===== config.mk =====
export PLATFORM = sky130hd
export DESIGN_NAME = hpid_cfg
export DESIGN_NICKNAME = d
export VERILOG_FILES = /design/src/design/hpid_pkg.sv /design/src/design/hpid_cfg.sv
export SDC_FILE = /design/constraint.sdc
export NUM_CORES = 1
export LEC_CHECK = 0
export ABC_AREA = 1
export BUFFER_PORTS_ARGS = -buffer_cell sky130_fd_sc_hd__buf_2
export CORE_UTILIZATION = 51
export DETAILED_ROUTE_END_ITERATION = 8
export PLACE_DENSITY = 0.79
export SYNTH_ARGS = -nofsm -noshare
export SYNTH_HDL_FRONTEND = slang
export SYNTH_SLANG_ARGS = --single-unit

===== constraint.sdc =====
create_clock -name clk -period 1.1 [get_ports clk]
set_input_delay 0.165 -clock clk [delete_from_list [all_inputs] [get_ports clk]]
set_output_delay 0.165 -clock clk [all_outputs]
set_load 0.02 [all_outputs]

===== src/design/hpid_pkg.sv =====
// ----------------------------------------------------------------------------
// hpid_pkg: shared types and constants for the heading PID controller
// Request and result payloads, register indexes, fixed-point constants and
// the records passed between the pipeline stages.
// ----------------------------------------------------------------------------
package hpid_pkg;

  localparam int ANGLE_FRAC_BITS = 7;
  localparam int GAIN_FRAC_BITS  = 16;

  localparam int GAIN_W  = 24;
  localparam int LIMIT_W = 16;
  localparam int HDG_W   = 16;
  localparam int ERR_W   = 16;
  localparam int DIFF_W  = 18;
  localparam int DER_W   = 17;
  localparam int INT_W   = 31;
  localparam int ISUM_W  = 32;
  localparam int PP_W    = GAIN_W + ERR_W;
  localparam int PI_W    = GAIN_W + INT_W;
  localparam int PD_W    = GAIN_W + DER_W;
  localparam int ACC_W   = PI_W + 2;
  localparam int SHR_W   = ACC_W - GAIN_FRAC_BITS;
  localparam int IDX_W   = 3;

  localparam logic signed [DIFF_W-1:0] HALF_TURN  = DIFF_W'(180 << ANGLE_FRAC_BITS);
  localparam logic signed [DIFF_W-1:0] FULL_TURN  = DIFF_W'(360 << ANGLE_FRAC_BITS);
  localparam logic signed [ERR_W-1:0]  RESET_BAND = ERR_W'(15 << ANGLE_FRAC_BITS);
  localparam logic signed [ISUM_W-1:0] INT_LIMIT  =
    ISUM_W'(64'sd7200000 <<< ANGLE_FRAC_BITS);

  localparam logic [IDX_W-1:0] REG_KP_LEFT    = 3'd0;
  localparam logic [IDX_W-1:0] REG_KI_LEFT    = 3'd1;
  localparam logic [IDX_W-1:0] REG_KD_LEFT    = 3'd2;
  localparam logic [IDX_W-1:0] REG_KP_RIGHT   = 3'd3;
  localparam logic [IDX_W-1:0] REG_KI_RIGHT   = 3'd4;
  localparam logic [IDX_W-1:0] REG_KD_RIGHT   = 3'd5;
  localparam logic [IDX_W-1:0] REG_RUDDER_MAX = 3'd6;
  localparam logic [IDX_W-1:0] REG_RUDDER_MIN = 3'd7;

  typedef struct packed {
    logic [HDG_W-1:0] target_heading;
    logic [HDG_W-1:0] measured_heading;
  } sample_t;

  typedef struct packed {
    logic signed [15:0] rudder_command;
    logic               right_gains_used;
  } result_t;

  typedef struct packed {
    logic signed [GAIN_W-1:0]  kp_left;
    logic signed [GAIN_W-1:0]  ki_left;
    logic signed [GAIN_W-1:0]  kd_left;
    logic signed [GAIN_W-1:0]  kp_right;
    logic signed [GAIN_W-1:0]  ki_right;
    logic signed [GAIN_W-1:0]  kd_right;
    logic signed [LIMIT_W-1:0] rudder_max;
    logic signed [LIMIT_W-1:0] rudder_min;
  } cfg_t;

  typedef struct packed {
    logic signed [ERR_W-1:0] err;
    logic signed [DER_W-1:0] deriv;
    logic signed [INT_W-1:0] integ;
    logic                    right;
  } err_t;

  typedef struct packed {
    logic signed [PP_W-1:0] pp;
    logic signed [PI_W-1:0] pi;
    logic signed [PD_W-1:0] pd;
    logic                   right;
  } prod_t;

endpackage


===== src/design/hpid_cfg.sv =====
// ----------------------------------------------------------------------------
// hpid_cfg: configuration register file
// Holds the two gain sets and the rudder limits, written by index.
// ----------------------------------------------------------------------------
module hpid_cfg (
  input  logic                      clk,
  input  logic                      rst,
  input  logic                      cfg_we,
  input  logic [hpid_pkg::IDX_W-1:0]  cfg_index,
  input  logic [hpid_pkg::GAIN_W-1:0] cfg_data,
  output hpid_pkg::cfg_t            cfg
);
  import hpid_pkg::*;

  always_ff @(posedge clk) begin
    if (rst) begin
      cfg.kp_left    <= GAIN_W'(65536);
      cfg.ki_left    <= '0;
      cfg.kd_left    <= GAIN_W'(655);
      cfg.kp_right   <= GAIN_W'(65536);
      cfg.ki_right   <= '0;
      cfg.kd_right   <= GAIN_W'(655);
      cfg.rudder_max <= LIMIT_W'(4480);
      cfg.rudder_min <= -LIMIT_W'(4480);
    end else if (cfg_we) begin
      case (cfg_index)
        REG_KP_LEFT:    cfg.kp_left    <= cfg_data;
        REG_KI_LEFT:    cfg.ki_left    <= cfg_data;
        REG_KD_LEFT:    cfg.kd_left    <= cfg_data;
        REG_KP_RIGHT:   cfg.kp_right   <= cfg_data;
        REG_KI_RIGHT:   cfg.ki_right   <= cfg_data;
        REG_KD_RIGHT:   cfg.kd_right   <= cfg_data;
        REG_RUDDER_MAX: cfg.rudder_max <= cfg_data[LIMIT_W-1:0];
        REG_RUDDER_MIN: cfg.rudder_min <= cfg_data[LIMIT_W-1:0];
        default: ;
      endcase
    end
  end

endmodule


==> impl_metrics.tcl <==
set metrics [dict create \
    outcome "finished with violations" \
    violations "setup timing" \
    power.leakage_nw 4.567 \
    min_path_cells 3 \
    r2r-end "cfg[124]" \
    fin_crit_sh_pct 101.5 \
    gp_congestion 0.8788 \
    die_h_um 117.8 \
    slew_violations 0 \
    cp_max_fo 2 \
    grt_pass1_wl_um 33260 \
    ff2ff_path_depth 2 \
    die_w_um 117.8 \
    path_cells "buf_2" \
    crit_required_ps 940 \
    first_iter_violations 756 \
    clock-sinks 176 \
    start_util_pct 53.33 \
    cts_tree "done" \
    holdCritPathClass "in -> reg" \
    wl_per_cell_um 16.28 \
    clk_transition_reported_paths_ps 60 \
    setup_ws_ps -16.27 \
    post-cts-setup-buffers 0 \
    routed_wl_um 22390 \
    core-area_mm2 0.01282 \
    fin_skew_ps 0 \
    p_per_area_mw_per_mm2 1497 \
    final_nets 1220 \
    holdWs_ps 20.43 \
    htreeDepth 4 \
    dp_slack_ps -486.5 \
    period_needed_ps 1116 \
    hold_violations 0 \
    largest_reg_flops 176 \
    clkLatencyLatePin_ps 420 \
    top_regs "cfg x176" \
    maxCapViolCount 0 \
    final_cell_mix "304 x nor2_1, 217 x nand2_1, 168 x buf_4" \
    min_from "cfg_data[9]" \
    timing.setup.tns_ps -32.73 \
    diodes 0 \
    die-area_mm2 0.01388 \
    antenna_found_initial 0 \
    postSynthAreaPerCell_um2 7.029 \
    worstPathArrival_ps 950 \
    ioPinCount 206 \
    path_buf_inv 1 \
    power_mw 14.66 \
    post-route-util_pct 76.34 \
    max_slew_margin_pct 59.17 \
    synth-seq-area-share_pct 51.52 \
    rows 41 \
    syn_area_mm2 0.006839 \
    drive_gt1_share_pct 33.58 \
    regToRegSetupSlack_ps 460 \
    cp_num_cells 1 \
    synth_fp_nets 1003 \
    finalSetupViolations 3 \
    synth.yosys.warnings 0 \
    vias 7188 \
    cp_slowest_cell "dfxtp_1" \
    crit_family "flip-flops" \
    track_usage_pct 30.61 \
    grt_pass1_vias 6451 \
    min_to "cfg[113]" \
    synth-seq-cells 176 \
    cts_max_path_buffers 2 \
    io_buffers 205 \
    dp_hpwl_um 14030 \
    viasPerCell 5.228 \
    cts_made_buffers 17 \
    critPathKind "reg -> out" \
    firstDrtPassIters 7 \
    max_freq_mhz 895.8 \
    max_slew.worst_pin.slew_ps 610.9 \
    cp_slowest_stage_delay_ps 350 \
    drtAntennaViolNets 0 \
    syn_inst 973 \
    critPathLaunchType "register" \
    drcViolationCount 0 \
    area_growth_pct 43.16 \
    largest_register "cfg" \
    final_common_cell "nor2_1" \
    crit_path_end_kind "output pin" \
    ys_types 15 \
    grt_max_degree 59 \
    peakVddDrop_uv 1321 \
    grt_overflow 0 \
    clockRootBuffer "clkbuf_16" \
    timing.rr.start "cfg[124]" \
]
[power by group]
| part | internal [mW] | total [mW] | switching (mW) | leakage [nW] |
|---|---|---|---|---|
| clock | 3.48 | 5.86 | 2.38 | 0.281 |
| combinational | 0.793 | 2.02 | 1.23 | 2.82 |
| sequential | 6.63 | 6.77 | 0.145 | 1.47 |
| total | 10.9 | 14.7 | 3.76 | 4.57 |
[synth_stat cells]
cell type    n  area share [%]
clkbuf_1    17            0.93
nand3_1    167              12
dfxtp_1    176              52
inv_2        2            0.11
nor2_2       7            0.64
buf_1        7            0.38
buf_2       33             2.4
o21ai_0      1           0.073
buf_4        6            0.66
nor2_4       4            0.66
nand2_2      1           0.092
nand2_1    217              12
nor2_1     305              17
clkinv_1     1           0.055
inv_1       29             1.6
[per-layer routing]
| layer | vias up | track usage, % | part of all wire [%] |
|---|---|---|---|
| met3 | 47 | 9.205 | 8.8 |
| met1 | 3319 | 37.22 | 40 |
| li1 | 3463 | - | - |
| met2 | 359 | 49.96 | 48 |
| met5 | - | 0 | 0 |
| met4 | 0 | 13.22 | 3.3 |
[worst min-delay path, cell delays in order]
cell     delay, ps
buf_2          120
nand2_1         60
nand3_1         60
[stage by stage]
step,area [um^2],cells
after floorplan,6839,973
after global placement,8443,1331
after detailed placement,8443,1331
after CTS,9314,1374
after global routing,9791,1375
final,9791,1375
[logic make-up after synthesis]
group	synth area share [%]
buffers and inverters	6.147
AND/OR/NAND/NOR	42.26
flip-flops	51.52
AO/OA/AOI/OAI	0.07311
[layout make-up]
cell class              count  area, um^2
flip-flops and latches    176        3659
well taps                 172       215.2
fillers                   950        3034
repair buffers            261        2281
clock inverters             4       47.55
clock buffers              28       526.8
multi-input cells         702        2928
inverters                  32       133.9
[worst max path at each step]
stage | from | endpoint | slack, ps
final | cfg[116] | cfg[116] | -20
after CTS | cfg[149] | cfg[149] | 0.03
after global routing | cfg[116] | cfg[116] | -50
after global placement | cfg_index[1] | cfg[133] | -450
after floorplan | rst | cfg[104] | 100
after detailed placement | cfg_index[1] | cfg[150] | -490
[what timing repair did]
action | CTS | global route
hold buffers | 11 | 1
endpoints found under the setup margin | 87 | 181
pin swaps | 0 | 0
gates resized for setup | 83 | 222
hold endpoints to repair | 16 | 1
(Power assumes the default switching activity.)
