File: config.mk
export PLATFORM = sky130hd
export DESIGN_NAME = hpid_mul
export DESIGN_NICKNAME = d
export VERILOG_FILES = /design/src/design/hpid_pkg.sv /design/src/design/hpid_mul.sv
export SDC_FILE = /design/constraint.sdc
export NUM_CORES = 2
export LEC_CHECK = 0
export BUFFER_PORTS_ARGS = -buffer_cell sky130_fd_sc_hd__buf_2
export CAP_MARGIN = 10
export CORE_ASPECT_RATIO = 1.75
export CORE_UTILIZATION = 55
export DETAILED_ROUTE_END_ITERATION = 12
export PLACE_DENSITY = 0.73
export SLEW_MARGIN = 20
export SYNTH_ARGS = -nofsm -noshare
export SYNTH_HDL_FRONTEND = slang
export SYNTH_SLANG_ARGS = --single-unit
File: constraint.sdc
create_clock -name clk -period 9.46 [get_ports clk]
set_input_delay 0.473 -clock clk [delete_from_list [all_inputs] [get_ports clk]]
set_output_delay 0.473 -clock clk [all_outputs]
set_load 0.1 [all_outputs]
File: src/design/hpid_pkg.sv
// ----------------------------------------------------------------------------
// hpid_pkg: shared types and constants for the heading PID controller
// Request and result payloads, register indexes, fixed-point constants and
// the records passed between the pipeline stages.
// ----------------------------------------------------------------------------
package hpid_pkg;

  localparam int ANGLE_FRAC_BITS = 7;
  localparam int GAIN_FRAC_BITS  = 16;

  localparam int GAIN_W  = 24;
  localparam int LIMIT_W = 16;
  localparam int HDG_W   = 16;
  localparam int ERR_W   = 16;
  localparam int DIFF_W  = 18;
  localparam int DER_W   = 17;
  localparam int INT_W   = 31;
  localparam int ISUM_W  = 32;
  localparam int PP_W    = GAIN_W + ERR_W;
  localparam int PI_W    = GAIN_W + INT_W;
  localparam int PD_W    = GAIN_W + DER_W;
  localparam int ACC_W   = PI_W + 2;
  localparam int SHR_W   = ACC_W - GAIN_FRAC_BITS;
  localparam int IDX_W   = 3;

  localparam logic signed [DIFF_W-1:0] HALF_TURN  = DIFF_W'(180 << ANGLE_FRAC_BITS);
  localparam logic signed [DIFF_W-1:0] FULL_TURN  = DIFF_W'(360 << ANGLE_FRAC_BITS);
  localparam logic signed [ERR_W-1:0]  RESET_BAND = ERR_W'(15 << ANGLE_FRAC_BITS);
  localparam logic signed [ISUM_W-1:0] INT_LIMIT  =
    ISUM_W'(64'sd7200000 <<< ANGLE_FRAC_BITS);

  localparam logic [IDX_W-1:0] REG_KP_LEFT    = 3'd0;
  localparam logic [IDX_W-1:0] REG_KI_LEFT    = 3'd1;
  localparam logic [IDX_W-1:0] REG_KD_LEFT    = 3'd2;
  localparam logic [IDX_W-1:0] REG_KP_RIGHT   = 3'd3;
  localparam logic [IDX_W-1:0] REG_KI_RIGHT   = 3'd4;
  localparam logic [IDX_W-1:0] REG_KD_RIGHT   = 3'd5;
  localparam logic [IDX_W-1:0] REG_RUDDER_MAX = 3'd6;
  localparam logic [IDX_W-1:0] REG_RUDDER_MIN = 3'd7;

  typedef struct packed {
    logic [HDG_W-1:0] target_heading;
    logic [HDG_W-1:0] measured_heading;
  } sample_t;

  typedef struct packed {
    logic signed [15:0] rudder_command;
    logic               right_gains_used;
  } result_t;

  typedef struct packed {
    logic signed [GAIN_W-1:0]  kp_left;
    logic signed [GAIN_W-1:0]  ki_left;
    logic signed [GAIN_W-1:0]  kd_left;
    logic signed [GAIN_W-1:0]  kp_right;
    logic signed [GAIN_W-1:0]  ki_right;
    logic signed [GAIN_W-1:0]  kd_right;
    logic signed [LIMIT_W-1:0] rudder_max;
    logic signed [LIMIT_W-1:0] rudder_min;
  } cfg_t;

  typedef struct packed {
    logic signed [ERR_W-1:0] err;
    logic signed [DER_W-1:0] deriv;
    logic signed [INT_W-1:0] integ;
    logic                    right;
  } err_t;

  typedef struct packed {
    logic signed [PP_W-1:0] pp;
    logic signed [PI_W-1:0] pi;
    logic signed [PD_W-1:0] pd;
    logic                   right;
  } prod_t;

endpackage

File: src/design/hpid_mul.sv
// ----------------------------------------------------------------------------
// hpid_mul: gain multiply stage
// Selects the left or right gain set by the error sign and forms the three
// products in parallel.
// ----------------------------------------------------------------------------
module hpid_mul (
  input  logic           clk,
  input  logic           rst,
  input  logic           valid_in,
  input  hpid_pkg::err_t stage_in,
  input  hpid_pkg::cfg_t cfg,
  input  logic           ready_out,
  output logic           ready_in,
  output logic           valid,
  output hpid_pkg::prod_t stage
);
  import hpid_pkg::*;

  logic signed [GAIN_W-1:0] kp;
  logic signed [GAIN_W-1:0] ki;
  logic signed [GAIN_W-1:0] kd;
  prod_t                    stage_next;

  assign ready_in = !valid || ready_out;

  always_comb begin
    kp = stage_in.right ? cfg.kp_right : cfg.kp_left;
    ki = stage_in.right ? cfg.ki_right : cfg.ki_left;
    kd = stage_in.right ? cfg.kd_right : cfg.kd_left;
    stage_next.pp    = PP_W'(kp) * PP_W'(stage_in.err);
    stage_next.pi    = PI_W'(ki) * PI_W'(stage_in.integ);
    stage_next.pd    = PD_W'(kd) * PD_W'(stage_in.deriv);
    stage_next.right = stage_in.right;
  end

  always_ff @(posedge clk) begin
    if (rst) begin
      valid <= 1'b0;
    end else if (ready_in) begin
      valid <= valid_in;
    end
  end

  always_ff @(posedge clk) begin
    if (valid_in && ready_in) begin
      stage <= stage_next;
    end
  end

endmodule

==> results.md <==
- The global-route wire length before repair is 250.3 mm.
- The relative slew slack is 35.59%.
- Yosys mapped a number of flops with a built-in enable equal to 137.
- The later pin in the worst-skew pair is clocked with a latency of 0.53 ns.
- STA classifies the critical path endpoint as a flop.
- The most numerous cell on the critical path is fa_1.
- Of the cells placed in the final design, the portion with a size suffix greater than 1 is 8.886%.
- The count of boundary I/O pins is 384.
- The run finished with clean final reports.
- STA classifies the critical path startpoint as an input port.
- Among all flip-flop cells after synthesis, the most frequent one is edfxtp_1.
- The CTS H-tree depth is 4.
- The cell count after synthesis came out at 6,194.
- The critical path required time is 9.72 ns.
- The number of antenna violations at the first check in global routing is 2.
- The final hold violation count is 0.
- The detailed router's first-iteration violation count is between 2,000 and 2,500.
- In the global route stage, overall resource usage came out at between 30% and 40%.
- The routed via count divided by cell count is between 5 and 6.
- Sequential cells were found to cover 6.973% of the synthesized design area.
- The measured slew at the worst slew-check pin is 0.9650 ns.
- The count of filler cells inserted in the layout is 9,265.
- Among cell families on the critical path, the largest total delay comes from adder cells.
- The maximum number of pins on one net before global-route repair is 52.
- Summed over all failing endpoints, the final setup total negative slack is 0 ns.
- The total congestion overflow after global routing is 0.
- The number of buffers inserted by post-CTS setup repair is 0.
- The final weighted congestion of routability-driven global placement is 0.9393.
- The Yosys step of the flow raised 0 warnings.
- The standard cell with the maximum stage delay on the critical path is mux2_2.
- Along the worst path, the maximum fanout reaches 31.
- Once routing completed, OpenROAD measured the worst setup slack at 0.9443 ns.
- The number of gates given a new drive strength after cts is 0.
- The detail route stage leaves a number of antenna-violating nets equal to 0.
- For this run, the post-layout net count is 8,471.
- The arrival time of data at the critical path endpoint is 8.78 ns.
- Setup repair after global routing left no endpoint under its margin.
- The minimum period implied by the final worst setup slack is 8.516 ns.
- The number of distinct library cells after synthesis is 75.
- The class of the most critical setup path is in -> reg.
- Max-cap violations in this run came to 0.
- The floorplan die height is 436.3 µm.
- The die covers roughly 110,000 µm².
- The final count of pins violating max slew is 0.
- The buffer cell driving the clock tree root is clkbuf_16.
- No sink is reached through more buffers than the 2 on the longest clock path.
- The number of buffers and inverters on the critical path is 5.
- For this configuration, the core starts out at a cell density of 55.39%.
- The number of design rule violations left after detail routing is 0.
- The area growth from synthesis to layout is 5.907%.
- The floorplan step defined a core boundary enclosing 107,000 µm².
- The HPWL after detailed placement is 127.6 mm.
- Counting flops and latches in the post-synthesis netlist gives 138.
- The post-synthesis cell area is 59,290 µm².
- Across the routed clock network, the largest skew measured is 0.01232 ns.
- Across all layers, the routed design uses 42,670 vias.
- Counting every net in the synthesized netlist gives 8,320.
- The delay of the slowest critical-path stage is between 0.8 and 0.9 ns.
- The final critical path takes up 90.02% of the cycle.
- The achievable frequency is between 100 and 150 MHz.
- The first detailed-routing pass ran for 5 iterations.
- Dividing the detail-routed wire length by the instance count gives about 20 µm.
- Timing analysis after detailed placement gives a worst setup slack of 0.5368 ns.
- The type of the worst min-delay path is in -> reg.
- The count of buffers from port buffering is about 350.
- In this run, post-CTS hold repair placed 0 buffers.
- Buffers inserted during clock tree synthesis total 17.
- The CTS tree is built.
- The number of global-route vias before repair is 47,980.
- The synthesized area divided by synthesized cell count is between 9 and 10 µm².
- The number of rows created at floorplan is 159.
- For this block, the routed nets add up to approximately 160 mm of wire.
- The tree built by TritonCTS fans out to 138 sinks.
- The setup slack of the most critical reg-to-reg path is ~6.6 ns.
- The final-report setup violation count is 0.
- Measured along the x axis, the die boundary spans between 200 and 300 µm.
- The share of async-settable or async-resettable flops after synthesis is 0%.
- Traced cell by cell, the critical path runs through buf_4 > mux2_2 > nand2_1 > fa_1 > fa_1 > fa_1 > fa_1 > inv_1 > fa_1 > fa_1 > inv_1 > fa_1 > inv_1 > ha_1 > a21oi_1 > o21ai_0 > nor2_1 > and4b_1 > nor2_2 > o41ai_2 > buf_4 > a41oi_1 > nor2b_1 > xnor2_1.
- After clock tree synthesis, the clock-pin slew on the worst setup and hold paths is 0.07 ns.
==> worst paths after layout <==
kind | to | start | depth (start not counted)
max | stage[94] | stage_in[0] | 24
min reg2reg | valid | valid | 2
min | valid | rst | 2
max reg2reg | stage[130] | valid | 4
==> sequential cells by signal, summed over array words and instances (netlist names) <==
| name | cells |
|---|---|
| stage | 137 |
| valid | 1 |
==> kinds of logic after synthesis <==
logic type / count (synthesis) / share of synthesized area (%)
AND/OR/NAND/NOR: 1777 / 14.72
buffers and inverters: 1825 / 11.56
adder cells (fa/ha/maj): 1881 / 59.15
flip-flops: 138 / 6.973
XOR/XNOR: 138 / 2.039
AO/OA/AOI/OAI: 360 / 4.158
multiplexers: 75 / 1.403
==> cells in the mapped netlist (17+ instances only) <==
library cell / instances / share of area (%)
inv_1: 1558 / 9.9
fa_1: 1536 / 52
nand2_1: 849 / 5.4
and2_1: 464 / 4.9
ha_1: 345 / 7.3
clkbuf_1: 263 / 1.7
nor2b_1: 213 / 2.2
edfxtp_1: 137 / 6.9
xnor2_1: 104 / 1.5
a21oi_1: 101 / 0.85
nor2_1: 92 / 0.58
mux2_2: 65 / 1.2
o21ai_0: 60 / 0.51
a21o_1: 57 / 0.72
or2_2: 45 / 0.47
xor2_1: 34 / 0.50
nand2b_1: 29 / 0.31
nand3_1: 26 / 0.22
nor3_1: 17 / 0.14
o21a_1: 17 / 0.22
==> area by class of cell <==
| class | count | area (µm²) | area share (%) |
|---|---|---|---|
| clock inverter | 13 | 120.1 | 0.1913 |
| clock buffer | 19 | 432.9 | 0.6895 |
| antenna | 5 | 12.51 | 0.01993 |
| multi-input combinational | 4231 | 48370 | 77.04 |
| sequential | 138 | 4134 | 6.584 |
| timing repair buffer | 399 | 2157 | 3.435 |
| inverter | 1558 | 5848 | 9.314 |
| tap | 1368 | 1712 | 2.726 |
==> cells in the final DEF (no fill, tap or decap), types with 10 or more instances in the layout <==
master and count:
nor2b_1 213, mux2_2 65, nand3_1 26, nor3_1 17, o21ai_0 60, buf_4 46
a21o_1 57, nand2b_1 29, o21ai_1 10, a21oi_1 101, and2_1 463, inv_1 1558
and3_1 16, fa_1 1536, ha_1 345, o21a_1 17, clkbuf_16 17, nor2_1 92
buf_2 350, xor2_1 34, a211oi_1 16, xnor2_1 104, edfxtp_1 137, or2_2 45
o21bai_1 15, nand2_1 849
==> layer usage <==
layer	global-route usage [%]	share of wire [%]	routed length, µm	vias up
li1	-	-	-	18280
met1	31.40	32	49690	22150
met4	20.00	7.6	11810	0
met3	3.939	5.8	9001	557
met2	55.72	55	84850	1681
met5	0	0	0	-
==> metrics by stage <==
step                      util (%)  instance area [µm²]  std cells  hold slack [ns]
final                        58.66                62790       7731          0.09848
after global routing         58.65                62780       7727           0.1000
after CTS                    58.65                62780       7726          0.05578
after detailed placement     58.14                62220       7694           0.5168
after global placement       58.14                62220       7694           0.4946
after floorplan                  -                59290       6194           0.5421
Power is left out: the tool's default activity adds up to more than one toggle a clock period on the data nets, which glitch-free logic cannot reach.
