`config.mk`:
```
export PLATFORM = sky130hd
export DESIGN_NAME = hpid_err
export DESIGN_NICKNAME = d
export VERILOG_FILES = /design/src/design/hpid_pkg.sv /design/src/design/hpid_err.sv
export SDC_FILE = /design/constraint.sdc
export NUM_CORES = 1
export LEC_CHECK = 0
export BUFFER_PORTS_ARGS = -buffer_cell sky130_fd_sc_hd__buf_2
export CAP_MARGIN = 20
export CORE_MARGIN = 2
export CORE_UTILIZATION = 54
export DETAILED_ROUTE_END_ITERATION = 12
export GPL_ROUTABILITY_DRIVEN = 0
export PLACE_DENSITY_LB_ADDON = 0.15
export SLEW_MARGIN = 20
export SYNTH_ARGS = -nofsm -noshare
export SYNTH_HDL_FRONTEND = slang
export SYNTH_SLANG_ARGS = --single-unit
```
`constraint.sdc`:
```
create_clock -name clk -period 7.6 [get_ports clk]
set_input_delay 1.14 -clock clk [delete_from_list [all_inputs] [get_ports clk]]
set_output_delay 1.14 -clock clk [all_outputs]
set_load 0.05 [all_outputs]
```
`src/design/hpid_pkg.sv`:
```
// ----------------------------------------------------------------------------
// hpid_pkg: shared types and constants for the heading PID controller
// Request and result payloads, register indexes, fixed-point constants and
// the records passed between the pipeline stages.
// ----------------------------------------------------------------------------
package hpid_pkg;

  localparam int ANGLE_FRAC_BITS = 7;
  localparam int GAIN_FRAC_BITS  = 16;

  localparam int GAIN_W  = 24;
  localparam int LIMIT_W = 16;
  localparam int HDG_W   = 16;
  localparam int ERR_W   = 16;
  localparam int DIFF_W  = 18;
  localparam int DER_W   = 17;
  localparam int INT_W   = 31;
  localparam int ISUM_W  = 32;
  localparam int PP_W    = GAIN_W + ERR_W;
  localparam int PI_W    = GAIN_W + INT_W;
  localparam int PD_W    = GAIN_W + DER_W;
  localparam int ACC_W   = PI_W + 2;
  localparam int SHR_W   = ACC_W - GAIN_FRAC_BITS;
  localparam int IDX_W   = 3;

  localparam logic signed [DIFF_W-1:0] HALF_TURN  = DIFF_W'(180 << ANGLE_FRAC_BITS);
  localparam logic signed [DIFF_W-1:0] FULL_TURN  = DIFF_W'(360 << ANGLE_FRAC_BITS);
  localparam logic signed [ERR_W-1:0]  RESET_BAND = ERR_W'(15 << ANGLE_FRAC_BITS);
  localparam logic signed [ISUM_W-1:0] INT_LIMIT  =
    ISUM_W'(64'sd7200000 <<< ANGLE_FRAC_BITS);

  localparam logic [IDX_W-1:0] REG_KP_LEFT    = 3'd0;
  localparam logic [IDX_W-1:0] REG_KI_LEFT    = 3'd1;
  localparam logic [IDX_W-1:0] REG_KD_LEFT    = 3'd2;
  localparam logic [IDX_W-1:0] REG_KP_RIGHT   = 3'd3;
  localparam logic [IDX_W-1:0] REG_KI_RIGHT   = 3'd4;
  localparam logic [IDX_W-1:0] REG_KD_RIGHT   = 3'd5;
  localparam logic [IDX_W-1:0] REG_RUDDER_MAX = 3'd6;
  localparam logic [IDX_W-1:0] REG_RUDDER_MIN = 3'd7;

  typedef struct packed {
    logic [HDG_W-1:0] target_heading;
    logic [HDG_W-1:0] measured_heading;
  } sample_t;

  typedef struct packed {
    logic signed [15:0] rudder_command;
    logic               right_gains_used;
  } result_t;

  typedef struct packed {
    logic signed [GAIN_W-1:0]  kp_left;
    logic signed [GAIN_W-1:0]  ki_left;
    logic signed [GAIN_W-1:0]  kd_left;
    logic signed [GAIN_W-1:0]  kp_right;
    logic signed [GAIN_W-1:0]  ki_right;
    logic signed [GAIN_W-1:0]  kd_right;
    logic signed [LIMIT_W-1:0] rudder_max;
    logic signed [LIMIT_W-1:0] rudder_min;
  } cfg_t;

  typedef struct packed {
    logic signed [ERR_W-1:0] err;
    logic signed [DER_W-1:0] deriv;
    logic signed [INT_W-1:0] integ;
    logic                    right;
  } err_t;

  typedef struct packed {
    logic signed [PP_W-1:0] pp;
    logic signed [PI_W-1:0] pi;
    logic signed [PD_W-1:0] pd;
    logic                   right;
  } prod_t;

endpackage

```
`src/design/hpid_err.sv`:
```
// ----------------------------------------------------------------------------
// hpid_err: error, derivative and integral stage
// Wraps the heading error, forms the derivative against the stored error and
// updates the clamped integral; the controller state advances per request.
// ----------------------------------------------------------------------------
module hpid_err (
  input  logic              clk,
  input  logic              rst,
  input  logic              valid_in,
  input  hpid_pkg::sample_t sample_in,
  input  logic              ready_out,
  output logic              ready_in,
  output logic              valid,
  output hpid_pkg::err_t    stage
);
  import hpid_pkg::*;

  logic signed [ERR_W-1:0]  previous_error;
  logic signed [INT_W-1:0]  error_integral;
  logic signed [DIFF_W-1:0] diff;
  logic signed [DIFF_W-1:0] wrapped;
  logic signed [ISUM_W-1:0] isum;
  logic signed [ISUM_W-1:0] iclamp;
  err_t                     stage_next;
  logic                     take;

  assign ready_in = !valid || ready_out;
  assign take     = valid_in && ready_in;

  always_comb begin
    diff = $signed({2'b00, sample_in.target_heading})
         - $signed({2'b00, sample_in.measured_heading});
    if (diff > HALF_TURN) begin
      wrapped = diff - FULL_TURN;
    end else if (diff < -HALF_TURN) begin
      wrapped = diff + FULL_TURN;
    end else begin
      wrapped = diff;
    end
    stage_next.err   = wrapped[ERR_W-1:0];
    stage_next.deriv = DER_W'(stage_next.err) - DER_W'(previous_error);
    isum = ISUM_W'(error_integral) + ISUM_W'(stage_next.err);
    if (isum > INT_LIMIT) begin
      iclamp = INT_LIMIT;
    end else if (isum < -INT_LIMIT) begin
      iclamp = -INT_LIMIT;
    end else begin
      iclamp = isum;
    end
    if (stage_next.err > RESET_BAND || stage_next.err < -RESET_BAND) begin
      stage_next.integ = '0;
    end else begin
      stage_next.integ = iclamp[INT_W-1:0];
    end
    stage_next.right = !stage_next.err[ERR_W-1];
  end

  always_ff @(posedge clk) begin
    if (rst) begin
      valid          <= 1'b0;
      previous_error <= '0;
      error_integral <= '0;
    end else begin
      if (ready_in) begin
        valid <= valid_in;
      end
      if (take) begin
        previous_error <= stage_next.err;
        error_integral <= stage_next.integ;
      end
    end
  end

  always_ff @(posedge clk) begin
    if (take) begin
      stage <= stage_next;
    end
  end

endmodule

```
==> impl_metrics.csv <==
group,metric,value,unit
floorplanning,die-area,16500,um2
sta,hold_viol,0,
cts,clk_pin_slew,60,ps
detailed_routing,detail_route.iter0.violations,512,
sta,report.final.slew_viol_count,0,
global_routing,grt.busiest_layer,"met2",
cts,h-tree-depth,4,
logic_synthesis,seq_area_frac_synth,34.9,%
logic_synthesis,synth_cell_types,84,
final_layout,multi_input_area,5060,um2
logic_synthesis,yosysWarningCount,0,
floorplanning,core,15100,um2
logic_synthesis,synth-adder-area-share,10.5,%
sta,max_slew_margin,43.6,%
placement,hpwl,16.3,mm
floorplanning,die_w,128,um
logic_synthesis,syn_area,8360,um2
logic_synthesis,synth_top_area_share,23.4,%
cts,post_cts_buffers,0,
detailed_routing,vias_per_cell,5.94,
cts,insertion_delay,430,ps
global_routing,use_met2,41.7,%
cts,cts_tree,"done",
run,drv_cap,0,
pwr,irDropWorstVdd,0.176,mV
logic_synthesis,syn_avg_cell_area,8.89,um2
logic_synthesis,muxShareOfSynthArea,0.240,%
global_routing,overflow,0,
sta,tightest_slew,842,ps
logic_synthesis,synth_top_area_cell,"edfxtp_1",
logic_synthesis,synth_commonest_cells,"98 x nor2_1, 65 x edfxtp_1, 63 x ha_1, 63 x nand2_1, 60 x inv_1",
critical_path,critPathMaxFanout,8,
detailed_routing,wl,21.9,mm
logic_synthesis,yosysMostFrequentCell,"nor2_1",
sta,finalCritPeriodShare,95.6,%
worst_hold_path,hold_class,"reg2reg",
detailed_routing,ant_nets,0,
final_layout,seq_area,2910,um2
logic_synthesis,synthArstFlopShare,0,%
cts,cts.sinks,113,
detailed_routing,dr.pass1.iters,5,
global_routing,grt_pass1_vias,7250,
final_layout,area_growth,22.5,%
critical_path,crit_arrival,7420,ps
logic_synthesis,synthXorXnorAreaFrac,4.25,%
cts,cts_root_buffer,"clkbuf_16",
critical_path,crit_top_cell,"a21o_1",
global_routing,grt_pass1_wl,35.1,mm
logic_synthesis,ys_seq_elements,113,
critical_path,critPathRequiredTime,7750,ps
final_layout,nets,1208,
logic_synthesis,ys_top_cells_by_area,"edfxtp_1 23%, dfxtp_1 11%, ha_1 9.4%, nor2_1 4.4%, a21oi_1 3.2%",
critical_path,worst_setup_path_start_kind,"primary input",
pwr,leakage,0.00454,uW
detailed_routing,vias,7766,
logic_synthesis,syn_nets,1042,
sta,fmaxAchievable,138,MHz
logic_synthesis,synthSimpleGateAreaFrac,17.9,%
floorplanning,io_pins,103,
floorplanning,rows,45,
sta,min_period,7270,ps
detailed_routing,wl_per_cell,16.8,um
detailed_routing,drcViolationCount,0,
placement,dpl_cell_area,9600,um2
logic_synthesis,synth_top_family_by_area,"compound AO/OA/AOI/OAI gates",
logic_synthesis,synth_compound_area_share,27.2,%
cts,numCtsBuffers,17,
status,status,"complete, no violations",
global_routing,met3_usage,4.95,%
sta,fin_skew,18.1,ps
critical_path,max_stage_delay,430,ps
critical_path,cp_slowest_cell,"fa_1",
final_layout,fill_cells,1262,
floorplanning,die_h,128,um
critical_path,path_class,"in2reg",
critical_path,endpoint_kind,"flop",
sta,final-setup-viol-count,0,
logic_synthesis,synthCells,940,
final_layout,diodes,0,
placement,place_inst,1275,
pwr,cellPowerDensity,318,nW/um2
cts,clock_path_buffers,2,
final_layout,drive_above_1_share,23.5,%
logic_synthesis,ys.flop_type,"edfxtp_1",
global_routing,use_met1,37.0,%
global_routing,antenna_found_initial,0,
placement,io_buffers,102,
logic_synthesis,synth_edf_count,65,
final_layout,final_cell_area,10200,um2
global_routing,track_usage,26.7,%
floorplanning,start_util,55.2,%
global_routing,grt_max_degree,51,
final_layout,fin_cells,1307,
[critical path, delay by kind of cell]
kind	cells	cell delay, ps
buffers and inverters	8	870
XOR/XNOR	1	170
AO/OA/AOI/OAI	19	3920
adder cells (fa/ha/maj)	3	890
AND/OR/NAND/NOR	2	410
[per-layer routing]
| metal | part of all wire (%) | vias up |
|---|---|---|
| li1 | - | 3848 |
| met1 | 47 | 3621 |
| met2 | 45 | 271 |
| met3 | 6.4 | 26 |
| met4 | 1.6 | 0 |
| met5 | 0 | - |
[power by group]
| part | switching [uW] | internal [uW] | total (uW) |
|---|---|---|---|
| combinational | 1040 | 621 | 1660 |
| sequential | 25.3 | 763 | 789 |
| clock | 293 | 513 | 806 |
[cells in the final DEF (no fill, tap or decap), types with 18 or more instances in the layout]
cell / count
a211oi_1: 19
a21o_1: 35
a21oi_1: 53
buf_2: 102
buf_4: 88
dfxtp_1: 48
edfxtp_1: 65
ha_1: 63
inv_1: 60
nand2_1: 63
nand3b_1: 23
nor2_1: 98
o21ai_0: 34
o31ai_1: 18
xnor2_1: 19
[cells by family (layout without fill, tap and decap cells)]
kind of cell	Yosys count	count (layout)
DFF	113	113
buffers and inverters	108	287
AOI/OAI and AO/OA	311	311
adders and majority gates	69	69
xor gates and xnor gates	38	38
muxes	2	2
and+or+nand+nor	299	299
[final timing paths]
kind	from	endpoint	slack [ps]	cells after the start
hold reg to reg	previous_error[6]	previous_error[6]	460	2
hold / removal	previous_error[6]	previous_error[6]	460	2
setup reg to reg	error_integral[0]	stage[30]	2890	16
setup / recovery	sample_in[16]	stage[30]	330	33
[layout make-up]
cell class / count / area share, %
Multi-Input combinational cell: 719 / 49.4
Sequential cell: 113 / 28.5
Timing Repair Buffer: 191 / 11.6
Clock buffer: 18 / 4.19
Inverter: 64 / 2.36
Tap cell: 188 / 2.30
Clock inverter: 14 / 1.61
[metrics by stage]
| stage | hold slack, ps | TNS [ps] | worst slack, ps | utilization, % | power [uW] |
|---|---|---|---|---|---|
| 5_1_grt | 478 | -209 | -49.2 | 67.6 | 3440 |
| 4_1_cts | 460 | 0 | 332 | 67.3 | 3230 |
| 2_1_floorplan | 431 | 0 | 134 | - | 1920 |
| 6_report | 456 | 0 | 335 | 67.6 | 3260 |
| 3_3_place_gp | 442 | 0 | 49.4 | 63.4 | 2390 |
| 3_5_place_dp | 450 | -787 | -80.8 | 63.4 | 2410 |
[sequential cells by signal, indices dropped and copies added (netlist names)]
signal / count
previous_error: 16
error_integral: 31
valid: 1
stage: 65
[what timing repair did]
item | 4_1_cts | 5_1_grt
setup endpoints to repair | 0 | 49
hold buffers | 0 | 0
gates resized for setup | 0 | 8
endpoints found under the hold margin | 0 | 0
Power figures use the tool's default switching activity.
