$ cat src/design/hpid_pkg.sv
// ----------------------------------------------------------------------------
// hpid_pkg: shared types and constants for the heading PID controller
// Request and result payloads, register indexes, fixed-point constants and
// the records passed between the pipeline stages.
// ----------------------------------------------------------------------------
package hpid_pkg;

  localparam int ANGLE_FRAC_BITS = 7;
  localparam int GAIN_FRAC_BITS  = 16;

  localparam int GAIN_W  = 24;
  localparam int LIMIT_W = 16;
  localparam int HDG_W   = 16;
  localparam int ERR_W   = 16;
  localparam int DIFF_W  = 18;
  localparam int DER_W   = 17;
  localparam int INT_W   = 31;
  localparam int ISUM_W  = 32;
  localparam int PP_W    = GAIN_W + ERR_W;
  localparam int PI_W    = GAIN_W + INT_W;
  localparam int PD_W    = GAIN_W + DER_W;
  localparam int ACC_W   = PI_W + 2;
  localparam int SHR_W   = ACC_W - GAIN_FRAC_BITS;
  localparam int IDX_W   = 3;

  localparam logic signed [DIFF_W-1:0] HALF_TURN  = DIFF_W'(180 << ANGLE_FRAC_BITS);
  localparam logic signed [DIFF_W-1:0] FULL_TURN  = DIFF_W'(360 << ANGLE_FRAC_BITS);
  localparam logic signed [ERR_W-1:0]  RESET_BAND = ERR_W'(15 << ANGLE_FRAC_BITS);
  localparam logic signed [ISUM_W-1:0] INT_LIMIT  =
    ISUM_W'(64'sd7200000 <<< ANGLE_FRAC_BITS);

  localparam logic [IDX_W-1:0] REG_KP_LEFT    = 3'd0;
  localparam logic [IDX_W-1:0] REG_KI_LEFT    = 3'd1;
  localparam logic [IDX_W-1:0] REG_KD_LEFT    = 3'd2;
  localparam logic [IDX_W-1:0] REG_KP_RIGHT   = 3'd3;
  localparam logic [IDX_W-1:0] REG_KI_RIGHT   = 3'd4;
  localparam logic [IDX_W-1:0] REG_KD_RIGHT   = 3'd5;
  localparam logic [IDX_W-1:0] REG_RUDDER_MAX = 3'd6;
  localparam logic [IDX_W-1:0] REG_RUDDER_MIN = 3'd7;

  typedef struct packed {
    logic [HDG_W-1:0] target_heading;
    logic [HDG_W-1:0] measured_heading;
  } sample_t;

  typedef struct packed {
    logic signed [15:0] rudder_command;
    logic               right_gains_used;
  } result_t;

  typedef struct packed {
    logic signed [GAIN_W-1:0]  kp_left;
    logic signed [GAIN_W-1:0]  ki_left;
    logic signed [GAIN_W-1:0]  kd_left;
    logic signed [GAIN_W-1:0]  kp_right;
    logic signed [GAIN_W-1:0]  ki_right;
    logic signed [GAIN_W-1:0]  kd_right;
    logic signed [LIMIT_W-1:0] rudder_max;
    logic signed [LIMIT_W-1:0] rudder_min;
  } cfg_t;

  typedef struct packed {
    logic signed [ERR_W-1:0] err;
    logic signed [DER_W-1:0] deriv;
    logic signed [INT_W-1:0] integ;
    logic                    right;
  } err_t;

  typedef struct packed {
    logic signed [PP_W-1:0] pp;
    logic signed [PI_W-1:0] pi;
    logic signed [PD_W-1:0] pd;
    logic                   right;
  } prod_t;

endpackage

$ cat src/design/hpid_sat.sv
// ----------------------------------------------------------------------------
// hpid_sat: sum, scale and saturate stage
// Adds the products, drops the gain fraction bits and limits the result to
// the rudder range; this is the output register.
// ----------------------------------------------------------------------------
module hpid_sat (
  input  logic            clk,
  input  logic            rst,
  input  logic            valid_in,
  input  hpid_pkg::prod_t stage_in,
  input  hpid_pkg::cfg_t  cfg,
  input  logic            stall,
  output logic            ready_in,
  output logic            valid,
  output hpid_pkg::result_t result
);
  import hpid_pkg::*;

  logic signed [ACC_W-1:0] acc;
  logic signed [SHR_W-1:0] scaled;
  logic signed [SHR_W-1:0] lim_hi;
  logic signed [SHR_W-1:0] lim_lo;
  result_t                 result_next;

  assign ready_in = !valid || !stall;

  always_comb begin
    acc    = ACC_W'(stage_in.pp) + ACC_W'(stage_in.pi) + ACC_W'(stage_in.pd);
    scaled = SHR_W'(acc >>> GAIN_FRAC_BITS);
    lim_hi = SHR_W'(cfg.rudder_max);
    lim_lo = SHR_W'(cfg.rudder_min);
    if (scaled > lim_hi) begin
      result_next.rudder_command = cfg.rudder_max;
    end else if (scaled < lim_lo) begin
      result_next.rudder_command = cfg.rudder_min;
    end else begin
      result_next.rudder_command = scaled[15:0];
    end
    result_next.right_gains_used = stage_in.right;
  end

  always_ff @(posedge clk) begin
    if (rst) begin
      valid <= 1'b0;
    end else if (ready_in) begin
      valid <= valid_in;
    end
  end

  always_ff @(posedge clk) begin
    if (valid_in && ready_in) begin
      result <= result_next;
    end
  end

endmodule

$ cat config.mk
export PLATFORM = sky130hd
export DESIGN_NAME = hpid_sat
export DESIGN_NICKNAME = d
export VERILOG_FILES = /design/src/design/hpid_pkg.sv /design/src/design/hpid_sat.sv
export SDC_FILE = /design/constraint.sdc
export NUM_CORES = 1
export LEC_CHECK = 0
export BUFFER_PORTS_ARGS = -buffer_cell sky130_fd_sc_hd__clkbuf_2
export CORE_AREA = 3 3 131 133
export DETAILED_ROUTE_END_ITERATION = 10
export DIE_AREA = 0 0 134 136
export PLACE_DENSITY = 0.79
export REMOVE_ABC_BUFFERS = 1
export SYNTH_ARGS = -nofsm -noshare
export SYNTH_HDL_FRONTEND = slang
export SYNTH_SLANG_ARGS = --single-unit
$ cat constraint.sdc
create_clock -name clk -period 15.7 [get_ports clk]
set_input_delay 2.355 -clock clk [delete_from_list [all_inputs] [get_ports clk]]
set_output_delay 2.355 -clock clk [all_outputs]
set_load 0.01 [all_outputs]
==> results of run 1 <==
-- flip-flops by register name, summed over array words and instances (netlist names) --
register / count
valid: 1
result: 17
-- power groups by stage --
stage	clock network [W]	logic [W]	registers, W
final	0.0000510	0.000701	0.0000804
after global routing	0.0000533	0.000789	0.0000814
after CTS	0.0000511	0.000695	0.0000804
after detailed placement	0	0.000691	0.0000811
after global placement	0	0.000668	0.0000808
after floorplan	0	0.000503	0.0000883
-- kinds of logic (layout without fill, tap and decap cells) --
family | Yosys count | count (layout) | share of synthesized area
AOI/OAI and AO/OA | 208 | 208 | 0.209
adders and majority gates | 190 | 190 | 0.422
and+or+nand+nor | 160 | 160 | 0.121
buffers and inverters | 113 | 301 | 0.0674
xor gates and xnor gates | 38 | 38 | 0.0505
muxes | 32 | 32 | 0.0490
DFF | 18 | 18 | 0.0805
-- per-stage QoR --
stage                     hold WS, ps  setup WS (ps)  std cells
after floorplan                   537           8190        752
after global routing              563           7130       1163
after detailed placement          522           7260       1159
after global placement            494           7320       1159
final                             519           7470       1163
after CTS                         529           7490       1163
-- synthesized netlist by cell type, types with 2 or more instances --
library cell / count / area, sq um
xnor2_1: 24 / 210
a31o_1: 2 / 17.5
o21ai_1: 17 / 85.1
nor2b_1: 7 / 43.8
mux2i_1: 30 / 300
o21bai_1: 5 / 37.5
nor2_1: 32 / 120
xor2_1: 14 / 123
nand4_1: 20 / 125
o21ai_0: 18 / 90.1
ha_1: 136 / 1700
clkbuf_1: 5 / 18.8
nor4_1: 2 / 12.5
a31oi_1: 3 / 18.8
or3_1: 4 / 25.0
nand2b_1: 8 / 50.1
nand2_1: 50 / 188
a21o_1: 43 / 323
nor3_1: 7 / 35.0
and3_1: 7 / 43.8
nand3_1: 12 / 60.1
edfxtp_1: 17 / 510
a21oi_1: 70 / 350
and4_1: 2 / 17.5
and2_1: 4 / 25.0
o21a_1: 7 / 52.6
o31ai_1: 2 / 15.0
a2111oi_0: 2 / 17.5
a221oi_1: 5 / 43.8
inv_1: 106 / 398
fa_1: 54 / 1080
a211oi_1: 8 / 60.1
mux2_1: 2 / 22.5
o211ai_1: 6 / 45.0
-- final cells by class --
class                      instances  area (sq um)  area share
multi-input combinational        628          5620       0.715
timing repair buffer             191           956       0.122
sequential                        18           531      0.0676
inverter                         106           398      0.0507
tap                              216           270      0.0344
clock buffer                       3          75.1     0.00956
clock inverter                     1          3.75    0.000478
-- per-layer routing --
layer	GRT usage	vias up	routed length (um)
met5	0	-	52
met4	0.0183	8	97
met3	0.0359	19	1460
met2	0.323	217	8130
met1	0.292	2827	9270
li1	-	3113	-
-- tightest hold or removal path: cells and delay by family, from the launching register on --
family,cells,cell delay (ps)
and+or+nand+nor,1,80
AOI/OAI and AO/OA,1,70
DFF,1,340
-- path summary, 6_finish.rpt --
check,start,end,slack [ps],cells after the start
hold / removal,valid$_SDFFE_PP0N_,valid$_SDFFE_PP0N_,520,2
hold reg to reg,valid$_SDFFE_PP0N_,valid$_SDFFE_PP0N_,520,2
setup reg to reg,valid$_SDFFE_PP0N_,result[8]$_DFFE_PP_,14330,2
setup / recovery,stage_in[4],result[1]$_DFFE_PP_,7470,26
==> results.md, run 1 <==
* Area Overhead vs Synth at 19.1%
* Sw Ratio at 0.503
* Placed cell area at between 7000 and 8000 sq um
* Fmax at between 100 and 150 MHz
* Routed vias at just over 6000
* Synth Area per Inst at 8.68 sq um
* Routed WL at 19000 um
* Number of routed nets with antenna violations at 0
* Design area at 7850 sq um
* Internal at roughly 0.00041 W
* Post_cts resized at 0
* Worst Max-Slew Pin Slew at just over 900 ps
* Ys async rst share at 0
* Final Hold Fails at 0
* Fin Setup TNS at 0 ps
* Seq pwr share at 0.097
* Critical path peak fanout at 16
* Synthesized area at ~6600 sq um
* Vias per std cell at roughly 5.3
* GRT Util Overall at 0.201
* Initial core utilization at 0.413
* Slew Viols, Final at 0
* Power per cell area at between 100 and 150 nW/um^2
* Global-route wire length before repair at ~29000 um
* Hpwl dp at between 15000 and 20000 um
* Fillers at ~1500
* GRT Residual Overflow at 0
* Io pins at about 340
* Part of the power in the clock network at 0.061
* Post-CTS setup buffers at 0
* Post-route clock period utilization at 0.524
* Switching power at approximately 0.00042 W
* Worst Path Arrival at slightly above 8000 ps
* Core area at between 15000 and 20000 sq um
* Clock Latency Late Sink at ~250 ps
* Crit path max-delay family: compound AO/OA/AOI/OAI gates
* Die height at 136 um
* Largest net degree at the start of global routing at 28
* Share of cells above drive strength 1 at 0.214
* Final Setup Violations at 0
* Worst setup path class: in -> reg
* CTS tree: done
* Synth Instances at ~760
* Most frequent cells in the layout: 191 x clkbuf_2, 136 x ha_1, 106 x inv_1
* Max incr delay on CP at 530 ps
* Worst Skew at around 1.9 ps
* Worst path bufs/invs at 3
* DR pass1 iterations at 4
* Dominant synthesized flop cell: edfxtp_1
* Required time of the critical path at 15700 ps
* Leakage at about 4.3 nW
* Root Buffer: clkbuf_16
* Row cnt at 46
* DRT iter0 DRCs at ~280
* Sequential area share after synthesis at 0.0805
* Maximum vdd drop at around 52 uV
* Crit. End Element: register
* Clk sinks at 18
* CTS Hold Buffers Added at 0
* Vias in the first global route at ~6000
* Gate power share at 0.842
* RSZ-0062 raised after global routing: false
* Status: completed
* Fin crit period at about 8000 ps
* FF+latch count, synth at 18
* Max Cap Viol at 0
* Wire per inst at roughly 16 um
* Fin util at 0.492
* Die area at ~18000 sq um
* Post-synth EDFFs at 17
* Fin nets at around 1500
* Antenna fix cells at 0
* TritonCTS buffer count at 3
* H-tree Lvls at 1
* Worst relative slew slack at 0.375
* Yosys cell types at 62
* Design Power at 0.000832 W
* DR DRC count at 0
* Number of synthesis warnings at 0
* Max clock buf depth at 2
* Clk slew on worst S/H paths at around 50 ps
* Placer Congestion at approximately 0.86
* Initial antenna violation count at 4
* Startpoint Class: input port
* DIE WIDTH at 134 um
* Critical-path top delay cell: fa_1
* PortBufs at ~190
* Hold Path Class: reg -> reg
* Commonest non-fill, non-tap cell in the layout: clkbuf_2
Power figures use the tool's default switching activity.
==> inputs of run 2 (changes only) <==
--- a/config.mk
+++ b/config.mk
@@ -5,11 +5,12 @@
 export SDC_FILE = /design/constraint.sdc
 export NUM_CORES = 1
 export LEC_CHECK = 0
+export ABC_AREA = 1
 export BUFFER_PORTS_ARGS = -buffer_cell sky130_fd_sc_hd__clkbuf_2
-export CORE_AREA = 3 3 131 133
+export CORE_MARGIN = 3
+export CORE_UTILIZATION = 45
 export DETAILED_ROUTE_END_ITERATION = 10
-export DIE_AREA = 0 0 134 136
-export PLACE_DENSITY = 0.79
+export PLACE_DENSITY = 0.86
 export REMOVE_ABC_BUFFERS = 1
 export SYNTH_ARGS = -nofsm -noshare
 export SYNTH_HDL_FRONTEND = slang
==> constraint.sdc (replaced) <==
create_clock -name clk -period 6.8 [get_ports clk]
set_input_delay 1.02 -clock clk [delete_from_list [all_inputs] [get_ports clk]]
set_output_delay 1.02 -clock clk [all_outputs]
set_load 0.01 [all_outputs]
==> run 2 against run 1 <==
Effect of this change: synthesized cell count rose by 50%; global-route usage is 4.4 points higher; die area grew 1.9%; via count increased by 35%; cell count increased by 34%; non-clock buffer count grew 3; wire length increased by 20%; sequential power rose to 2.6 times the previous value; utilization increased by 4.6 points; clock skew barely moved; count of clock-buffer cells in the layout grew 1; register-to-register slack got worse by 8500 ps; critical path type unchanged; critical endpoint is now result[7]$_DFFE_PP_; largest cell class unchanged; highest routed layer is now met4.
==> results.md, run 2 <==
* Most frequent cells in the layout: 246 x nand2_1, 200 x inv_1, 191 x clkbuf_2
* Post-CTS setup buffers at 0 (unchanged)
* DR WL met2 at 9590 um (+18%)
* Worst Path Arrival at 5920 ps (-2310 ps)
* Synth top area share at 0.223 (-0.0355)
* Fin Setup TNS at 0 ps (unchanged)
* Die height at 136 um (+0.22%)
* Sequential area share after synthesis at 0.0694 (-0.0111)
* CTS tree: done
* WL met1 at 10700 um (+15%)
* Max layer used: met4
* Vias in the first global route at 7987 (+33%)
* Die area at 18600 sq um (+1.9%)
* Wire per inst at 14.7 um (-10%)
* Dominant synthesized flop cell: edfxtp_1
* End of the critical path: result[7]$_DFFE_PP_
* Placer Congestion at 0.988 (+15%)
* Global-route wire length before repair at 37200 um (+26%)
* Worst setup path class: in -> reg
* Io pins at 336 (unchanged)
* GRT Util Overall at 0.245 (+0.0441)
* FF+latch count, synth at 18 (unchanged)
* Synth Instances at 1141 (+50%)
* Fmax at approximately 170 MHz
* Share of cells above drive strength 1 at 0.158 (-0.0567)
* Most common cell in the synthesized netlist: nand2_1
* Worst Skew at 2.22 ps (+0.321 ps)
* Fillers at 1585 (+3.1%)
* Ys async rst share at 0 (unchanged)
* Post-route clock period utilization at 0.872
* Max reg flops at 17 (unchanged)
* Design Power at 0.00227 W (+170%)
* Reg2Reg Setup Slack at 5790 ps (-8540 ps)
* Synth Area per Inst at 6.70 sq um (-23%)
* Clk sinks at 18 (unchanged)
* Vias per std cell at 5.38 (+1.1%)
* Number of routed nets with antenna violations at 0 (unchanged)
* Fin nets at 1840 (+26%)
* Post-synth EDFFs at 17 (unchanged)
* CTS Hold Buffers Added at 0 (unchanged)
* Largest regs: result: 17 flops, valid: 1 flops
* Leakage at 4.91 nW (+15%)
* Met3 wire len at 1950 um (+33%)
* Initial core utilization at 0.461 (+0.0473)
* Hpwl dp at 20500 um (+19%)
* Commonest non-fill, non-tap cell in the layout: nand2_1
* Fin crit period at just under 6000 ps
* Setup crit start: stage_in[16]
* Required time of the critical path at 6800 ps (-8900 ps)
* Status: completed
* Reg with most FFs: result
* DR DRC count at 0 (unchanged)
* Max clock buf depth at 2 (unchanged)
* Post_cts resized at 0 (unchanged)
* Root Buffer: clkbuf_16
* Row cnt at 47 (+2.2%)
* DRT iter0 DRCs at 599 (+120%)
* PortBufs at 191 (unchanged)
* Worst Max-Slew Pin Slew at 914 ps (-21.6 ps)
* Maximum vdd drop at 229 uV (+340%)
* R2R Path End: result[10]$_DFFE_PP_
* Final Setup Violations at 0 (unchanged)
* H-tree Lvls at 1 (unchanged)
* DIE WIDTH at 136 um (+1.7%)
* Post-synth top cells: 246 x nand2_1, 200 x inv_1, 136 x ha_1, 118 x a21oi_1, 91 x nor2_1
* Worst relative slew slack at 0.390 (+0.0144)
* Initial antenna violation count at 1 (-3)
* Clk slew on worst S/H paths at 50 ps (about the same)
* Crit. End Element: register
* Startpoint Class: input port
* Yosys cell types at 38 (-39%)
* Clock Latency Late Sink at 240 ps (about the same)
* Worst r2r src: valid$_SDFFE_PP0N_
* Final Hold Fails at 0 (unchanged)
* RSZ-0062 raised after global routing: false
* Power per cell area at 254 nW/um^2 (+140%)
* Max Cap Viol at 0 (unchanged)
* Core area at 16600 sq um (+4.0%)
* Hold Path Class: reg -> reg
* Dominant cells by area after synthesis: ha_1 22%, fa_1 14%, nand2_1 12%, inv_1 9.8%, a21oi_1 7.7%
* Number of synthesis warnings at 0 (unchanged)
* Critical path peak fanout at 16 (unchanged)
* FF-to-FF path depth at 2 (unchanged)
* Leading area contributor after synthesis: ha_1
* DR pass1 iterations at 5 (+1)
* Routed WL at 22800 um (+20%)
* TritonCTS buffer count at 3 (unchanged)
* Slew Viols, Final at 0 (unchanged)
* Largest net degree at the start of global routing at 27 (-3.6%)
* GRT Residual Overflow at 0 (unchanged)
* Synthesized area at 7640 sq um (+16%)
* Area Overhead vs Synth at 16.8%
* Routed vias at 8352 (+35%)
==> run 2: metrics by stage <==
stage          cell area [sq um]  hold WS [ps]  setup WS, ps  utilization  instances
6_report                    8920           569           873        0.538       1553
3_5_place_dp                8840           571           803        0.533       1548
5_1_grt                     8920           601           447        0.538       1553
4_1_cts                     8920           578          1020        0.538       1552
2_1_floorplan               7590           571          1570            -       1134
3_3_place_gp                8840           540           892        0.533       1548
==> run 2: cell type report <==
cell class                      instances  area (sq um)  area share
Sequential cell                        18           531      0.0595
Clock buffer                            4          78.8     0.00883
Multi-Input combinational cell        915          6300       0.706
Antenna cell                            1          2.50    0.000280
Tap cell                              220           275      0.0308
Timing Repair Buffer                  194           978       0.110
Inverter                              201           754      0.0845
==> run 2: routing by layer <==
metal / global-route usage / vias to the layer above
li1: - / 4187
met1: 0.349 / 3695
met2: 0.401 / 421
met3: 0.0300 / 49
met4: 0.0470 / 0
met5: 0 / -
==> run 2: worst min path at each step <==
stage / start / end / slack (ps) / cells past startpoint
2_1_floorplan: valid$_SDFFE_PP0N_ / valid$_SDFFE_PP0N_ / 570 / 2
3_3_place_gp: valid$_SDFFE_PP0N_ / valid$_SDFFE_PP0N_ / 540 / 2
3_5_place_dp: valid$_SDFFE_PP0N_ / valid$_SDFFE_PP0N_ / 570 / 2
4_1_cts: valid$_SDFFE_PP0N_ / valid$_SDFFE_PP0N_ / 580 / 2
5_1_grt: valid$_SDFFE_PP0N_ / valid$_SDFFE_PP0N_ / 600 / 2
6_report: valid$_SDFFE_PP0N_ / valid$_SDFFE_PP0N_ / 570 / 2
==> run 2: power by group <==
part           switching, W  internal, W  total (W)
Sequential        0.0000128     0.000200   0.000213
Clock             0.0000351    0.0000794   0.000114
Combinational       0.00123     0.000709    0.00194
==> run 2: logic make-up after synthesis <==
family	Yosys count	share of synthesized area
flops	18	0.0694
compound gates	233	0.169
fa+ha+maj	190	0.364
buf+inv	208	0.106
xor+xnor	31	0.0355
simple gates	461	0.256
==> run 2: worst max-delay path, stage by stage <==
cell	delay [ps]
clkbuf_2	90
fa_1	690
ha_1	320
a21oi_1	260
o21ai_1	110
a21oi_1	240
nand2_2	120
a21oi_1	330
o21ai_0	170
a21boi_1	300
o21ai_0	130
nand2_1	70
nand2_1	80
ha_1	320
a21oi_1	150
o21a_1	130
nor2_1	40
o21bai_1	130
nand4_1	100
a21oi_1	320
nand3_2	350
nand3_1	200
nand2_1	90
nand2_1	70
nand2_1	70
==> inputs of run 3 (changes only) <==
==> constraint.sdc (replaced) <==
create_clock -name clk -period 6.8 [get_ports clk]
set_input_delay 1.36 -clock clk [delete_from_list [all_inputs] [get_ports clk]]
set_output_delay 1.36 -clock clk [all_outputs]
set_load 0.01 [all_outputs]
==> run 3 against run 2 <==
Effect of this change: global-route usage fell by 0.26 points; first-iteration DRC count fell by 9.3%; power fell by 0.41%; utilization barely moved; setup slack got worse by 170 ps; clock skew rose by 2.5 ps; sequential power barely moved; cell count did not move; die area did not move; via count fell by 0.45%; worst hold slack got worse by 15 ps; wire length fell by 0.83%; largest cell class unchanged; largest power group unchanged.
==> results.md, run 3 (synthesized netlist as in run 2, its figures left out) <==
* Status: completed
* Pre-CTS WS at 533 ps (-270 ps)
* DIE WIDTH at 136 um (unchanged)
* Final Setup Violations at 0 (unchanged)
* Initial core utilization at 0.461 (unchanged)
* Core area at 16600 sq um (unchanged)
* Area of the multi-input gates at 6300 sq um (unchanged)
* Max reg flops at 17 (unchanged)
* Slew Viols, Final at 0 (unchanged)
* Required time of the critical path at 6790 ps (about the same)
* Max incr delay on CP at 530 ps (-160 ps)
* Wire per inst at 14.5 um (-0.83%)
* Fin Setup TNS at 0 ps (unchanged)
* Initial antenna violation count at 0 (-1)
* DRT iter0 DRCs at 543 (-9.3%)
* Vias per std cell at 5.35 (-0.45%)
* Post_cts resized at 0 (unchanged)
* Fin crit period at 6100 ps (+169 ps)
* Worst Path Arrival at 6090 ps (+170 ps)
* Worst setup path class: in -> reg
* Clk slew on worst S/H paths at 40 ps (about the same)
* Routed WL at 22600 um (-0.83%)
* Root Buffer: clkbuf_16
* PortBufs at 191 (unchanged)
* Routed vias at 8314 (-0.45%)
* Fillers at 1589 (+0.25%)
* Startpoint Class: input port
* Reg with most FFs: result
* Global-route wire length before repair at 36400 um (-2.0%)
* Io pins at 336 (unchanged)
* CTS Hold Buffers Added at 0 (unchanged)
* Area Overhead vs Synth at 16.8% (about the same)
* Worst Max-Slew Pin Slew at 896 ps (-18.3 ps)
* Commonest non-fill, non-tap cell in the layout: nand2_1
* Fmax at 164 MHz (-2.8%)
* Largest regs: result: 17 flops, valid: 1 flops
* Final Hold Fails at 0 (unchanged)
* Share of cells above drive strength 1 at 0.158 (+0.000632)
* Crit. End Element: register
* Leakage at 4.91 nW (about the same)
* DR DRC count at 0 (unchanged)
* Row cnt at 47 (unchanged)
* H-tree Lvls at 1 (unchanged)
* GRT Util Overall at 0.242 (-0.00256)
* Worst Skew at 4.71 ps (+2.49 ps)
* RSZ-0062 raised after global routing: false
* Fin nets at 1841 (+0.054%)
* Largest net degree at the start of global routing at 27 (unchanged)
* Critical-path top delay cell: fa_1
* GRT Residual Overflow at 0 (unchanged)
* Clk sinks at 18 (unchanged)
* Post-CTS setup buffers at 0 (unchanged)
* Die height at 136 um (unchanged)
* Die area at 18600 sq um (unchanged)
* Antenna fix cells at 0 (-1)
* Maximum vdd drop at 223 uV (-2.6%)
* Cell repeated most along the worst path: nand2_1
* Max Cap Viol at 0 (unchanged)
* Register area at 531 sq um (unchanged)
* Max clock buf depth at 2 (unchanged)
* Worst relative slew slack at 0.402 (+0.0122)
* DR pass1 iterations at 7 (+2)
* Vias in the first global route at 7927 (-0.75%)
* CTS tree: done
* TritonCTS buffer count at 3 (unchanged)
* Power per cell area at 253 nW/um^2 (-0.47%)
* Most frequent cells in the layout: 246 x nand2_1, 200 x inv_1, 191 x clkbuf_2
* Hpwl dp at 20700 um (+0.64%)
* Placer Congestion at 0.990 (+0.16%)
* Final WS setup at 704 ps (-169 ps)
* Number of routed nets with antenna violations at 0 (unchanged)
* Critical path peak fanout at 16 (unchanged)
* Hold Path Class: reg -> reg
* Post-route clock period utilization at 0.896 (+0.0249)
* Design Power at 0.00226 W (-0.41%)
* Clock Latency Late Sink at 250 ps (about the same)
## run 3: cell types whose count changed in the layout (fill, tap and decap cells not counted)
| cell | change |
|---|---|
| buf_4 | +1 |
| diode_2 | -1 |
## run 3: worst paths after layout
check	start	to	slack [ps]	cells past startpoint
worst max-delay path	stage_in[14]	result[3]$_DFFE_PP_	700	26
worst min-delay path	valid$_SDFFE_PP0N_	valid$_SDFFE_PP0N_	550	2
worst max register to register	valid$_SDFFE_PP0N_	result[2]$_DFFE_PP_	5780	2
worst min register to register	valid$_SDFFE_PP0N_	valid$_SDFFE_PP0N_	550	2
## run 3: stage by stage
step | instance area (sq um) | instances | hold WS [ps] | util
floorplan | 7590 | 1134 | 571 | -
global placement | 8850 | 1549 | 544 | 0.534
detailed placement | 8850 | 1549 | 558 | 0.534
CTS | 8930 | 1553 | 566 | 0.538
global route | 8930 | 1553 | 584 | 0.538
finish | 8930 | 1553 | 554 | 0.538
## run 3: cell type report
cell class,instances,share of cell area
well taps,220,0.0308
clock buffers,4,0.00883
repair buffers,195,0.110
inverters,201,0.0845
flip-flops and latches,18,0.0594
multi-input cells,915,0.706
## run 3: worst max-delay path, delay by kind of cell
kind	cells	cell delay, ps
xor+xnor	1	290
simple gates	10	1300
fa+ha+maj	3	1160
buf+inv	4	220
compound gates	8	1760
## run 3: power breakdown
| part | switching [W] | leakage (nW) | internal (W) |
|---|---|---|---|
| Clock | 0.0000357 | 0.0382 | 0.0000794 |
| Sequential | 0.0000120 | 0.175 | 0.000200 |
| Combinational | 0.00122 | 4.70 | 0.000709 |
## run 3: routing by layer
metal | track usage | wire length (um) | part of all wire
met1 | 0.351 | 10600 | 0.47
met2 | 0.399 | 9740 | 0.43
met3 | 0.0144 | 1810 | 0.080
met4 | 0.0510 | 414 | 0.018
met5 | 0 | 0 | 0
